## src/hw/rtl/sas_pkg.sv

```systemverilog
// Shared types and constants for the sprite animation sequencer.
// No dependencies; imported by the controller, datapath and top level.
package sas_pkg;

    // Input beat and result beat
    typedef struct packed {
        logic [2:0]  kind;
        logic [15:0] delta_time;
        logic [31:0] start_position;
    } in_item_t;

    typedef struct packed {
        logic [1:0] result_kind;
        logic [4:0] frame;
        logic       frame_changed;
        logic       playing;
        logic       last;
    } out_item_t;

    // Item kinds
    localparam logic [2:0] KIND_TICK   = 3'd0;
    localparam logic [2:0] KIND_PLAY   = 3'd1;
    localparam logic [2:0] KIND_STOP   = 3'd2;
    localparam logic [2:0] KIND_PAUSE  = 3'd3;
    localparam logic [2:0] KIND_RESUME = 3'd4;

    // Wrap modes
    localparam logic [2:0] WRAP_LOOP    = 3'd0;
    localparam logic [2:0] WRAP_SECTION = 3'd1;
    localparam logic [2:0] WRAP_ONCE    = 3'd2;
    localparam logic [2:0] WRAP_PING    = 3'd3;
    localparam logic [2:0] WRAP_SINGLE  = 3'd4;

    // Result kinds
    localparam logic [1:0] RES_STATUS   = 2'd0;
    localparam logic [1:0] RES_TRIGGER  = 2'd1;
    localparam logic [1:0] RES_COMPLETE = 2'd2;

    // Register indexes
    localparam logic [2:0] REG_FRAME_COUNT = 3'd0;
    localparam logic [2:0] REG_LOOP_START  = 3'd1;
    localparam logic [2:0] REG_WRAP_MODE   = 3'd2;
    localparam logic [2:0] REG_FRAME_RATE  = 3'd3;
    localparam logic [2:0] REG_TRIG_MASK   = 3'd4;
    localparam logic [2:0] REG_TRIG_EN     = 3'd5;

    localparam int DIV_STEPS = 16;

    // Signed frame number; minus one means no frame
    typedef logic signed [7:0] frame_t;

    typedef enum logic [3:0] {
        S_IDLE, S_DECODE, S_SIMPLE, S_PLAY, S_MUL, S_ADD, S_PREP,
        S_DIV, S_FOLD, S_SEG, S_WALK, S_COMP, S_FLUSH
    } state_t;

    typedef struct packed {
        logic capture;
        logic simple;
        logic play;
        logic mul;
        logic add;
        logic prep;
        logic div_step;
        logic fold;
        logic seg_load;
        logic walk_step;
        logic comp;
        logic flush;
    } cmd_t;

    typedef struct packed {
        logic kind_tick;
        logic kind_play;
        logic active;
        logic div_done;
        logic seg_avail;
        logic seg_ok;
        logic comp_pend;
        logic hit;
        logic seg_end;
        logic out_free;
    } sts_t;

endpackage

```

## src/hw/rtl/sas_ctrl.sv

```systemverilog
// Sequencing state machine of the sprite animation sequencer.
// Depends on sas_pkg; drives commands into sas_dp and reads its status.
module sas_ctrl import sas_pkg::*; (
    input  logic   aclk,
    input  logic   aresetn,
    input  logic   s_valid,
    output logic   s_ready,
    input  sts_t   sts,
    output cmd_t   cmd
);

    state_t state_reg, state_next;

    always_ff @(posedge aclk) begin
        if (!aresetn) begin
            state_reg <= S_IDLE;
        end else begin
            state_reg <= state_next;
        end
    end

    always_comb begin
        state_next = state_reg;
        unique case (state_reg)
            S_IDLE:   if (s_valid) state_next = S_DECODE;
            S_DECODE: begin
                if (sts.kind_tick && sts.active) state_next = S_MUL;
                else if (sts.kind_play)          state_next = S_PLAY;
                else                             state_next = S_SIMPLE;
            end
            S_SIMPLE: state_next = S_FLUSH;
            S_PLAY:   state_next = S_PREP;
            S_MUL:    state_next = S_ADD;
            S_ADD:    state_next = S_PREP;
            S_PREP:   state_next = S_DIV;
            S_DIV:    if (sts.div_done) state_next = S_FOLD;
            S_FOLD:   state_next = S_SEG;
            S_SEG: begin
                if (sts.seg_avail) begin
                    if (sts.seg_ok) state_next = S_WALK;
                end else if (sts.comp_pend) begin
                    state_next = S_COMP;
                end else begin
                    state_next = S_FLUSH;
                end
            end
            S_WALK:   if ((!sts.hit || sts.out_free) && sts.seg_end) state_next = S_SEG;
            S_COMP:   if (sts.out_free) state_next = S_FLUSH;
            S_FLUSH:  if (sts.out_free) state_next = S_IDLE;
            default:  state_next = S_IDLE;
        endcase
    end

    always_comb begin
        cmd = '0;
        s_ready = 1'b0;
        unique case (state_reg)
            S_IDLE: begin
                s_ready     = 1'b1;
                cmd.capture = s_valid;
            end
            S_SIMPLE: cmd.simple   = 1'b1;
            S_PLAY:   cmd.play     = 1'b1;
            S_MUL:    cmd.mul      = 1'b1;
            S_ADD:    cmd.add      = 1'b1;
            S_PREP:   cmd.prep     = 1'b1;
            S_DIV:    cmd.div_step = 1'b1;
            S_FOLD:   cmd.fold     = 1'b1;
            S_SEG:    cmd.seg_load = sts.seg_avail;
            S_WALK:   cmd.walk_step = !sts.hit || sts.out_free;
            S_COMP:   cmd.comp     = sts.out_free;
            S_FLUSH:  cmd.flush    = sts.out_free;
            default:  cmd = '0;
        endcase
    end

endmodule

```

## src/hw/rtl/sas_dp.sv

```systemverilog
// Datapath of the sprite animation sequencer: registers, position math,
// remainder unit, trigger walker and result register. Depends on sas_pkg.
module sas_dp import sas_pkg::*; #(
    parameter int MAX_FRAMES = 32
) (
    input  logic        aclk,
    input  logic        aresetn,
    input  in_item_t    s_data,
    output out_item_t   m_data,
    output logic        m_valid,
    input  logic        m_ready,
    input  logic        cfg_we,
    input  logic [2:0]  cfg_addr,
    input  logic [31:0] cfg_wdata,
    input  cmd_t        cmd,
    output sts_t        sts
);

    // Configuration
    logic [5:0]  fc_reg;
    logic [4:0]  ls_reg;
    logic [2:0]  wm_reg;
    logic [15:0] rate_reg;
    logic [31:0] mask_reg;
    logic        ten_reg;

    always_ff @(posedge aclk) begin
        if (!aresetn) begin
            fc_reg   <= 6'd1;
            ls_reg   <= 5'd0;
            wm_reg   <= WRAP_LOOP;
            rate_reg <= 16'd7680;
            mask_reg <= '0;
            ten_reg  <= 1'b0;
        end else if (cfg_we) begin
            case (cfg_addr)
                REG_FRAME_COUNT: fc_reg   <= cfg_wdata[5:0];
                REG_LOOP_START:  ls_reg   <= cfg_wdata[4:0];
                REG_WRAP_MODE:   wm_reg   <= cfg_wdata[2:0];
                REG_FRAME_RATE:  rate_reg <= cfg_wdata[15:0];
                REG_TRIG_MASK:   mask_reg <= cfg_wdata;
                REG_TRIG_EN:     ten_reg  <= cfg_wdata[0];
                default: ;
            endcase
        end
    end

    // Effective clip geometry
    logic [6:0] n7;
    logic [5:0] lse;
    logic [2:0] wm_eff;
    always_comb begin
        if (fc_reg == 6'd0)                    n7 = 7'd1;
        else if ({1'b0, fc_reg} > 7'(MAX_FRAMES)) n7 = 7'(MAX_FRAMES);
        else                                   n7 = {1'b0, fc_reg};
        lse    = ({2'b0, ls_reg} > (n7 - 7'd1)) ? 6'(n7 - 7'd1) : {1'b0, ls_reg};
        wm_eff = (wm_reg > WRAP_SINGLE) ? WRAP_LOOP : wm_reg;
    end

    frame_t ns, lss;
    assign ns  = $signed({1'b0, n7});
    assign lss = $signed({2'b0, lse});

    // Item and playback state
    logic [2:0]  kind_reg;
    logic [15:0] dt_reg;
    logic [31:0] start_reg;
    logic [31:0] pos_reg;
    frame_t      prev_reg;
    logic        playing_reg, paused_reg;
    logic [31:0] prod_reg;

    logic [15:0] k;
    assign k = pos_reg[31:16];

    logic [32:0] sum;
    assign sum = {1'b0, pos_reg} + {9'b0, prod_reg[31:8]};

    logic start_past_end;
    assign start_past_end = start_reg[31:16] >= {9'b0, n7};

    // Remainder unit: restoring, one dividend bit per cycle
    logic [15:0] dvd_reg;
    logic [6:0]  dvs_reg, rem_reg;
    logic [4:0]  dcnt_reg;
    logic [15:0] dvd_init;
    logic [6:0]  dvs_init;
    logic [7:0]  trial;

    logic k_ge_n, k_ge_ls;
    assign k_ge_n  = k >= {9'b0, n7};
    assign k_ge_ls = k >= {10'b0, lse};

    always_comb begin
        dvd_init = k;
        dvs_init = n7;
        if (kind_reg != KIND_PLAY) begin
            case (wm_eff)
                WRAP_SECTION: begin
                    if (k_ge_ls) begin
                        dvd_init = k - {10'b0, lse};
                        dvs_init = n7 - {1'b0, lse};
                    end
                end
                WRAP_PING: dvs_init = (n7 > 7'd1) ? 7'({n7, 1'b0} - 8'd2) : 7'd1;
                default: ;
            endcase
        end
    end

    assign trial = {rem_reg, dvd_reg[15]};

    // Fold: frame shown and trigger segments
    frame_t num, rs, ks, f;
    logic   setf, comp_f;
    frame_t s0, l0, s1, l1;
    logic   d0, d1;
    logic [1:0] cnt_f;

    assign num = prev_reg;
    assign rs  = $signed({1'b0, rem_reg});
    assign ks  = $signed({2'b0, k[5:0]});

    always_comb begin
        f = '0; setf = 1'b0; comp_f = 1'b0;
        s0 = '0; l0 = '0; d0 = 1'b0;
        s1 = '0; l1 = '0; d1 = 1'b0;
        cnt_f = 2'd0;
        if (kind_reg == KIND_PLAY) begin
            f = rs; setf = 1'b1;
            s0 = rs - 8'sd1; l0 = rs; cnt_f = 2'd1;
        end else begin
            case (wm_eff)
                WRAP_SECTION: begin
                    setf = 1'b1;
                    if (k_ge_ls) begin
                        f = lss + rs;
                        if (num < lss) begin
                            s0 = num; l0 = lss - 8'sd1;
                            s1 = lss - 8'sd1; l1 = f; cnt_f = 2'd2;
                        end else if (f < num) begin
                            s0 = num; l0 = ns - 8'sd1;
                            s1 = lss - 8'sd1; l1 = f; cnt_f = 2'd2;
                        end else begin
                            s0 = num; l0 = f; cnt_f = 2'd1;
                        end
                    end else begin
                        f = ks; s0 = num; l0 = ks; cnt_f = 2'd1;
                    end
                end
                WRAP_PING: begin
                    setf = 1'b1;
                    if (n7 > 7'd1) begin
                        if (rs >= ns) begin
                            f = (ns <<< 1) - 8'sd2 - rs; d0 = 1'b1;
                        end else begin
                            f = rs;
                        end
                    end
                    if (f < num) d0 = 1'b1;
                    s0 = num; l0 = f; cnt_f = 2'd1;
                end
                WRAP_ONCE: begin
                    setf = 1'b1;
                    if (k_ge_n) begin
                        f = ns - 8'sd1; comp_f = 1'b1;
                    end else begin
                        f = ks;
                    end
                    s0 = num; l0 = f; cnt_f = 2'd1;
                end
                WRAP_SINGLE: ;
                default: begin
                    setf = 1'b1; f = rs;
                    if (f < num) begin
                        s0 = num; l0 = ns - 8'sd1;
                        s1 = -8'sd1; l1 = f; cnt_f = 2'd2;
                    end else begin
                        s0 = num; l0 = f; cnt_f = 2'd1;
                    end
                end
            endcase
        end
    end

    // Segments and walker
    frame_t     seg_s_reg [2];
    frame_t     seg_l_reg [2];
    logic       seg_d_reg [2];
    logic [1:0] seg_cnt_reg;
    logic [1:0] seg_idx_reg;
    logic       comp_reg;
    frame_t     cur_reg, last_reg;
    logic       down_reg;

    frame_t sel_s, sel_l, nxt;
    logic   sel_d;
    assign sel_s = seg_s_reg[seg_idx_reg[0]];
    assign sel_l = seg_l_reg[seg_idx_reg[0]];
    assign sel_d = seg_d_reg[seg_idx_reg[0]];
    assign nxt   = down_reg ? cur_reg - 8'sd1 : cur_reg + 8'sd1;

    // Pending result, sent once the next one is known
    logic [1:0] pend_kind_reg;
    logic [4:0] pend_frame_reg;
    logic       pend_chg_reg;
    logic       m_valid_reg;
    out_item_t  m_data_reg;
    logic       out_free;
    logic       emit, emit_last;

    assign out_free  = !m_valid_reg || m_ready;
    assign emit      = (cmd.walk_step && sts.hit) || cmd.comp || cmd.flush;
    assign emit_last = cmd.flush;

    logic [4:0] prev_frame5;
    assign prev_frame5 = (num < 0) ? 5'd0 : num[4:0];

    always_comb begin
        sts.kind_tick = kind_reg == KIND_TICK;
        sts.kind_play = kind_reg == KIND_PLAY;
        sts.active    = playing_reg && !paused_reg;
        sts.div_done  = dcnt_reg == 5'd0;
        sts.seg_avail = seg_idx_reg < seg_cnt_reg;
        sts.seg_ok    = ten_reg && (sel_s != sel_l) && ((sel_l > sel_s) == !sel_d);
        sts.comp_pend = comp_reg;
        sts.hit       = (nxt >= 0) && (nxt < 8'sd32) && (nxt < ns) && mask_reg[nxt[4:0]];
        sts.seg_end   = nxt == last_reg;
        sts.out_free  = out_free;
    end

    // Control-bearing state
    always_ff @(posedge aclk) begin
        if (!aresetn) begin
            prev_reg    <= -8'sd1;
            playing_reg <= 1'b0;
            paused_reg  <= 1'b0;
            m_valid_reg <= 1'b0;
            dcnt_reg    <= '0;
            seg_cnt_reg <= '0;
            seg_idx_reg <= 2'd0;
            comp_reg    <= 1'b0;
        end else begin
            if (emit)         m_valid_reg <= 1'b1;
            else if (m_ready) m_valid_reg <= 1'b0;

            if (cmd.simple) begin
                case (kind_reg)
                    KIND_STOP:   playing_reg <= 1'b0;
                    KIND_PAUSE:  paused_reg  <= 1'b1;
                    KIND_RESUME: paused_reg  <= 1'b0;
                    default: ;
                endcase
            end
            if (cmd.play)
                playing_reg <= !((wm_eff == WRAP_SINGLE) ||
                                 ((wm_eff == WRAP_ONCE) && start_past_end));
            if (cmd.prep)     dcnt_reg <= 5'(DIV_STEPS);
            if (cmd.div_step && dcnt_reg != 5'd0) dcnt_reg <= dcnt_reg - 5'd1;
            if (cmd.fold) begin
                seg_cnt_reg <= cnt_f;
                seg_idx_reg <= 2'd0;
                comp_reg    <= comp_f;
                if (comp_f) begin
                    prev_reg    <= -8'sd1;
                    playing_reg <= 1'b0;
                end else if (setf) begin
                    prev_reg <= f;
                end
            end
            if (cmd.seg_load) seg_idx_reg <= seg_idx_reg + 2'd1;
            if (cmd.comp)     comp_reg    <= 1'b0;
        end
    end

    // Payload registers
    always_ff @(posedge aclk) begin
        if (cmd.capture) begin
            kind_reg  <= s_data.kind;
            dt_reg    <= s_data.delta_time;
            start_reg <= s_data.start_position;
        end
        if (cmd.mul) prod_reg <= {16'b0, dt_reg} * {16'b0, rate_reg};
        if (cmd.add) pos_reg  <= sum[32] ? 32'hFFFF_FFFF : sum[31:0];
        if (cmd.play) begin
            if (wm_eff == WRAP_SINGLE)                     pos_reg <= '0;
            else if (wm_eff == WRAP_ONCE && start_past_end) pos_reg <= {9'b0, n7 - 7'd1, 16'b0};
            else                                           pos_reg <= start_reg;
        end
        if (cmd.prep) begin
            dvd_reg <= dvd_init;
            dvs_reg <= dvs_init;
            rem_reg <= '0;
        end
        if (cmd.div_step && dcnt_reg != 5'd0) begin
            dvd_reg <= {dvd_reg[14:0], 1'b0};
            rem_reg <= (trial >= {1'b0, dvs_reg}) ? 7'(trial - {1'b0, dvs_reg}) : trial[6:0];
        end
        if (cmd.fold) begin
            seg_s_reg[0] <= s0; seg_l_reg[0] <= l0; seg_d_reg[0] <= d0;
            seg_s_reg[1] <= s1; seg_l_reg[1] <= l1; seg_d_reg[1] <= d1;
            pend_kind_reg  <= RES_STATUS;
            pend_frame_reg <= setf ? f[4:0] : prev_frame5;
            pend_chg_reg   <= setf && (num != f);
        end
        if (cmd.simple) begin
            pend_kind_reg  <= RES_STATUS;
            pend_frame_reg <= prev_frame5;
            pend_chg_reg   <= 1'b0;
        end
        if (cmd.seg_load) begin
            cur_reg  <= sel_s;
            last_reg <= sel_l;
            down_reg <= sel_d;
        end
        if (cmd.walk_step) begin
            cur_reg <= nxt;
            if (sts.hit) begin
                pend_kind_reg  <= RES_TRIGGER;
                pend_frame_reg <= nxt[4:0];
                pend_chg_reg   <= 1'b0;
            end
        end
        if (cmd.comp) begin
            pend_kind_reg  <= RES_COMPLETE;
            pend_frame_reg <= 5'(n7 - 7'd1);
            pend_chg_reg   <= 1'b0;
        end
        if (emit) begin
            m_data_reg.result_kind   <= pend_kind_reg;
            m_data_reg.frame         <= pend_frame_reg;
            m_data_reg.frame_changed <= pend_chg_reg;
            m_data_reg.playing       <= playing_reg;
            m_data_reg.last          <= emit_last;
        end
    end

    assign m_valid = m_valid_reg;
    assign m_data  = m_data_reg;

endmodule

```

## src/hw/rtl/sprite_animation_sequencer.sv

```systemverilog
// Top level of the sprite animation sequencer.
// Depends on sas_pkg, sas_ctrl and sas_dp.
//
// Plays one animation clip. Each input beat (tick, play, stop, pause, resume)
// yields a frame status result, then one trigger result per flagged frame
// crossed in the direction of travel, then a completion result when a once
// clip ends; the last result of a beat carries the last flag. One beat is
// worked at a time. A tick that advances runs a 16x16 multiply, a saturating
// add and a bit-serial remainder unit that folds the frame number, then the
// trigger walker, which loads each trigger segment and walks its frames (at
// most the clip length). A play beat skips the multiply and add; stop, pause,
// resume and idle ticks go straight to the flush. A result register sits on
// the output, so the next beat is taken while the final result waits for
// m_ready; a walk that finds triggers stalls on that register while it is
// full. Configuration is written through cfg_we, cfg_addr and cfg_wdata with no
// wait; write it only while the block is idle; the block does not enforce this.
module sprite_animation_sequencer import sas_pkg::*; #(
    parameter int MAX_FRAMES = 32
) (
    input  logic        aclk,
    input  logic        aresetn,
    input  logic        s_valid,
    output logic        s_ready,
    input  in_item_t    s_data,
    output logic        m_valid,
    input  logic        m_ready,
    output out_item_t   m_data,
    input  logic        cfg_we,
    input  logic [2:0]  cfg_addr,
    input  logic [31:0] cfg_wdata
);

    cmd_t cmd;
    sts_t sts;

    // Sequence the beat: decode, multiply, add, fold, walk, flush
    sas_ctrl u_ctrl (
        .aclk    (aclk),
        .aresetn (aresetn),
        .s_valid (s_valid),
        .s_ready (s_ready),
        .sts     (sts),
        .cmd     (cmd)
    );

    // Hold configuration and playback state; advance the position
    sas_dp #(
        .MAX_FRAMES (MAX_FRAMES)
    ) u_dp (
        .aclk      (aclk),
        .aresetn   (aresetn),
        .s_data    (s_data),
        .m_data    (m_data),
        .m_valid   (m_valid),
        .m_ready   (m_ready),
        .cfg_we    (cfg_we),
        .cfg_addr  (cfg_addr),
        .cfg_wdata (cfg_wdata),
        .cmd       (cmd),
        .sts       (sts)
    );

endmodule

```

## config.mk

```make
export PLATFORM = sky130hd
export DESIGN_NAME = sprite_animation_sequencer
export DESIGN_NICKNAME = d
export VERILOG_FILES = /design/src/hw/rtl/sas_pkg.sv /design/src/hw/rtl/sas_ctrl.sv /design/src/hw/rtl/sas_dp.sv /design/src/hw/rtl/sprite_animation_sequencer.sv
export SDC_FILE = /design/constraint.sdc
export NUM_CORES = 1
export LEC_CHECK = 0
export ABC_AREA = 1
export BUFFER_PORTS_ARGS = -buffer_cell sky130_fd_sc_hd__clkbuf_2
export CAP_MARGIN = 20
export CORE_MARGIN = 2
export CORE_UTILIZATION = 25
export DETAILED_ROUTE_END_ITERATION = 8
export HOLD_SLACK_MARGIN = 0.03
export PLACE_DENSITY_LB_ADDON = 0.15
export SLEW_MARGIN = 30
export SYNTH_ARGS = -nofsm -noshare
export SYNTH_HDL_FRONTEND = slang
export SYNTH_HIERARCHICAL = 1
export SYNTH_SLANG_ARGS = --single-unit
```

## constraint.sdc

```tcl
create_clock -name aclk -period 18.2 [get_ports aclk]
set_input_delay 2.73 -clock aclk [delete_from_list [all_inputs] [get_ports aclk]]
set_output_delay 2.73 -clock aclk [all_outputs]
set_load 0.005 [all_outputs]
```

==> reports/results.txt <==
detailed placement HPWL - 68.06 mm
worst hold slack - 434.4 ps
Synth top area share - 22.30%
endpoints failing hold - 0
PwrDens - 171.6 mW/mm^2
die footprint - 0.1076 sq mm
post-layout util - 28.60%
initial antenna violation count - 4
Placement Rows - 118
Final setup violation count - 0
crit path max-delay cell type - nand2_1
Final nets - 3800
setup TNS - 0 ps
CP dominant cell by count - nand2_1
CTS Sinks - 293
Max Freq - 0.1310 GHz
number of synthesized register bits - 293
Worst-Margin Slew - 905.1 ps
Slew HR - 39.58%
wirelength, routed - 88.03 mm
# Max-Cap Violations - 0
number of top-level pins - 103
layout cells sized above 1 - 8.205%
status - finished clean
Lkg Pwr - 14.10 nW
gp weighted congestion - 0.9046
Longest Clk Path Bufs - 3
Final Skew - 73.06 ps
# H-tree levels - 2
first-pass GRT wire length - 134.7 mm
clock transition at the registers of the reported paths - 60 ps
leading cell types in the layout, fill and taps excluded - nand2_1 (687), inv_1 (577), ha_1 (229)
IO buf count - 102
largest area contributor in the netlist - edfxtp_1
Worst Path Arrival - 8000 ps
CP required - 18560 ps
die width - 328.1 um
synthesized area per cell - 8.110 sq um
remaining antenna violation count after routing - 0
synth unique cells - 68
number of synthesized flops with an enable pin - 195
crit path capture type - flop
PostCTS Resize Cnt - 0
Via density - 4.555
DRC viols - 0
Max VDD drop - 0.0001727 V
crit-path max FO - 14
DRT iter0 DRCs - 1353
Post-Layout Cell Count - 4696
number of fill cells - 11280
vias in the first global route - 21730
Max Slew Vio Count - 0
pin count of the biggest net entering global routing - 80
CTS Root Cell - clkbuf_16
sequential share of the synthesized area - 29.77%
critical path launch point type - flop
Syn. warnings - 6
RSZ-0062 raised after global routing - no
Total Power - 5.092 mW
vias - 21390
worst hold path type - reg2reg
wire length per cell - 18.75 um
Congestion Overflow GR - 0
All-Layer GR Usage - 16.50%
commonest non-fill, non-tap cell in the layout - nand2_1
Worst-Skew Late Latency - 640 ps
crit path time final - 7633 ps
Num CTS Buffers - 42
core area - 0.1038 sq mm
Post CTS Setup Buffer Count - 0
Layout area overhead - 13.03%
# hold bufs at CTS - 0
CP Class - reg2reg
synthesized cell area - 0.02626 sq mm
Synth Flop Type - edfxtp_1
Synth async-reset ratio - 0%
Starting Density - 25.30%
CTS tree - yes
Post-Synthesis Cells - 3238
top cells by area, synth - edfxtp_1 (22%), fa_1 (15%), ha_1 (11%)
drt pass-1 iters - 7
placed cell count - 4617
CP max stage delay - 500 ps
Tcrit/Tclk final - 41.94%
die height - 328.1 um
cell type report:
class	count	area (sq um)	area share (%)
multi-input cells	2223	15720	52.97
flip-flops and latches	293	7818	26.34
inverters	600	2258	7.609
well taps	1380	1727	5.818
clock buffers	47	1134	3.819
repair buffers	121	653.1	2.201
clock inverters	31	365.4	1.231
diodes	1	2.502	0.008431
per-stage QoR:
stage,area [sq um],setup slack [ps]
floorplan,26270,11410
global placement,28170,10820
detailed placement,28170,10630
CTS,29670,10610
global route,29680,9967
finish,29680,10570
final timing paths:
| path | startpoint | to | slack [ps] | depth (start not counted) |
|---|---|---|---|---|
| min reg2reg | u_dp/pend_kind_reg[0] | u_dp/m_data[8] | 430 | 0 |
| max reg2reg | u_dp/fc_reg[5] | u_dp/seg_s_reg[1][6] | 10570 | 38 |
| max | u_dp/fc_reg[5] | u_dp/seg_s_reg[1][6] | 10570 | 38 |
| min | u_dp/pend_kind_reg[0] | u_dp/m_data[8] | 430 | 0 |
critical path: cells and delay by family, from the launching register on:
family / cells / cell delay [ps]
AOI/OAI and AO/OA: 6 / 950
xor gates and xnor gates: 2 / 630
adders and majority gates: 5 / 1680
buffers and inverters: 6 / 930
DFF: 1 / 390
and+or+nand+nor: 19 / 2770
power by group:
group / internal [mW] / switching, mW
Clock: 0.539 / 0.345
Combinational: 1.16 / 1.89
Sequential: 1.00 / 0.153
Total: 2.70 / 2.39
cells by family (layout without fill, tap and decap cells):
group	after synthesis	in the layout	share of synthesized area, %
multiplexers	7	7	0.2668
XOR/XNOR	96	96	3.231
AND/OR/NAND/NOR	1131	1131	18.15
other	2	5	0.02860
AO/OA/AOI/OAI	557	557	11.97
adder cells (fa/ha/maj)	428	428	26.08
buffers and inverters	724	799	10.50
flip-flops	293	293	29.77
Yosys cell counts, drive strengths merged (3+ instances only):
cell / count
a2111oi: 4
a211oi: 15
a21boi: 4
a21o: 4
a21oi: 202
a221oi: 3
a22o: 11
a22oi: 4
a311oi: 3
a31oi: 18
and2: 3
buf: 12
clkbuf: 112
clkinv: 10
dfxtp: 98
edfxtp: 195
fa: 199
ha: 229
inv: 590
mux2i: 7
nand2: 704
nand3: 128
nand3b: 3
nand4: 30
nor2: 214
nor3: 27
nor4: 5
o2111ai: 3
o211ai: 29
o21a: 6
o21ai: 229
o21bai: 5
o22ai: 4
or2: 15
xnor2: 34
xor2: 62
layer usage:
layer	global-route usage (%)	wire (um)
met5	0	0
met2	28.44	42900
met1	21.95	40160
met3	1.739	2972
met4	4.268	1989
(Power assumes the default switching activity.)
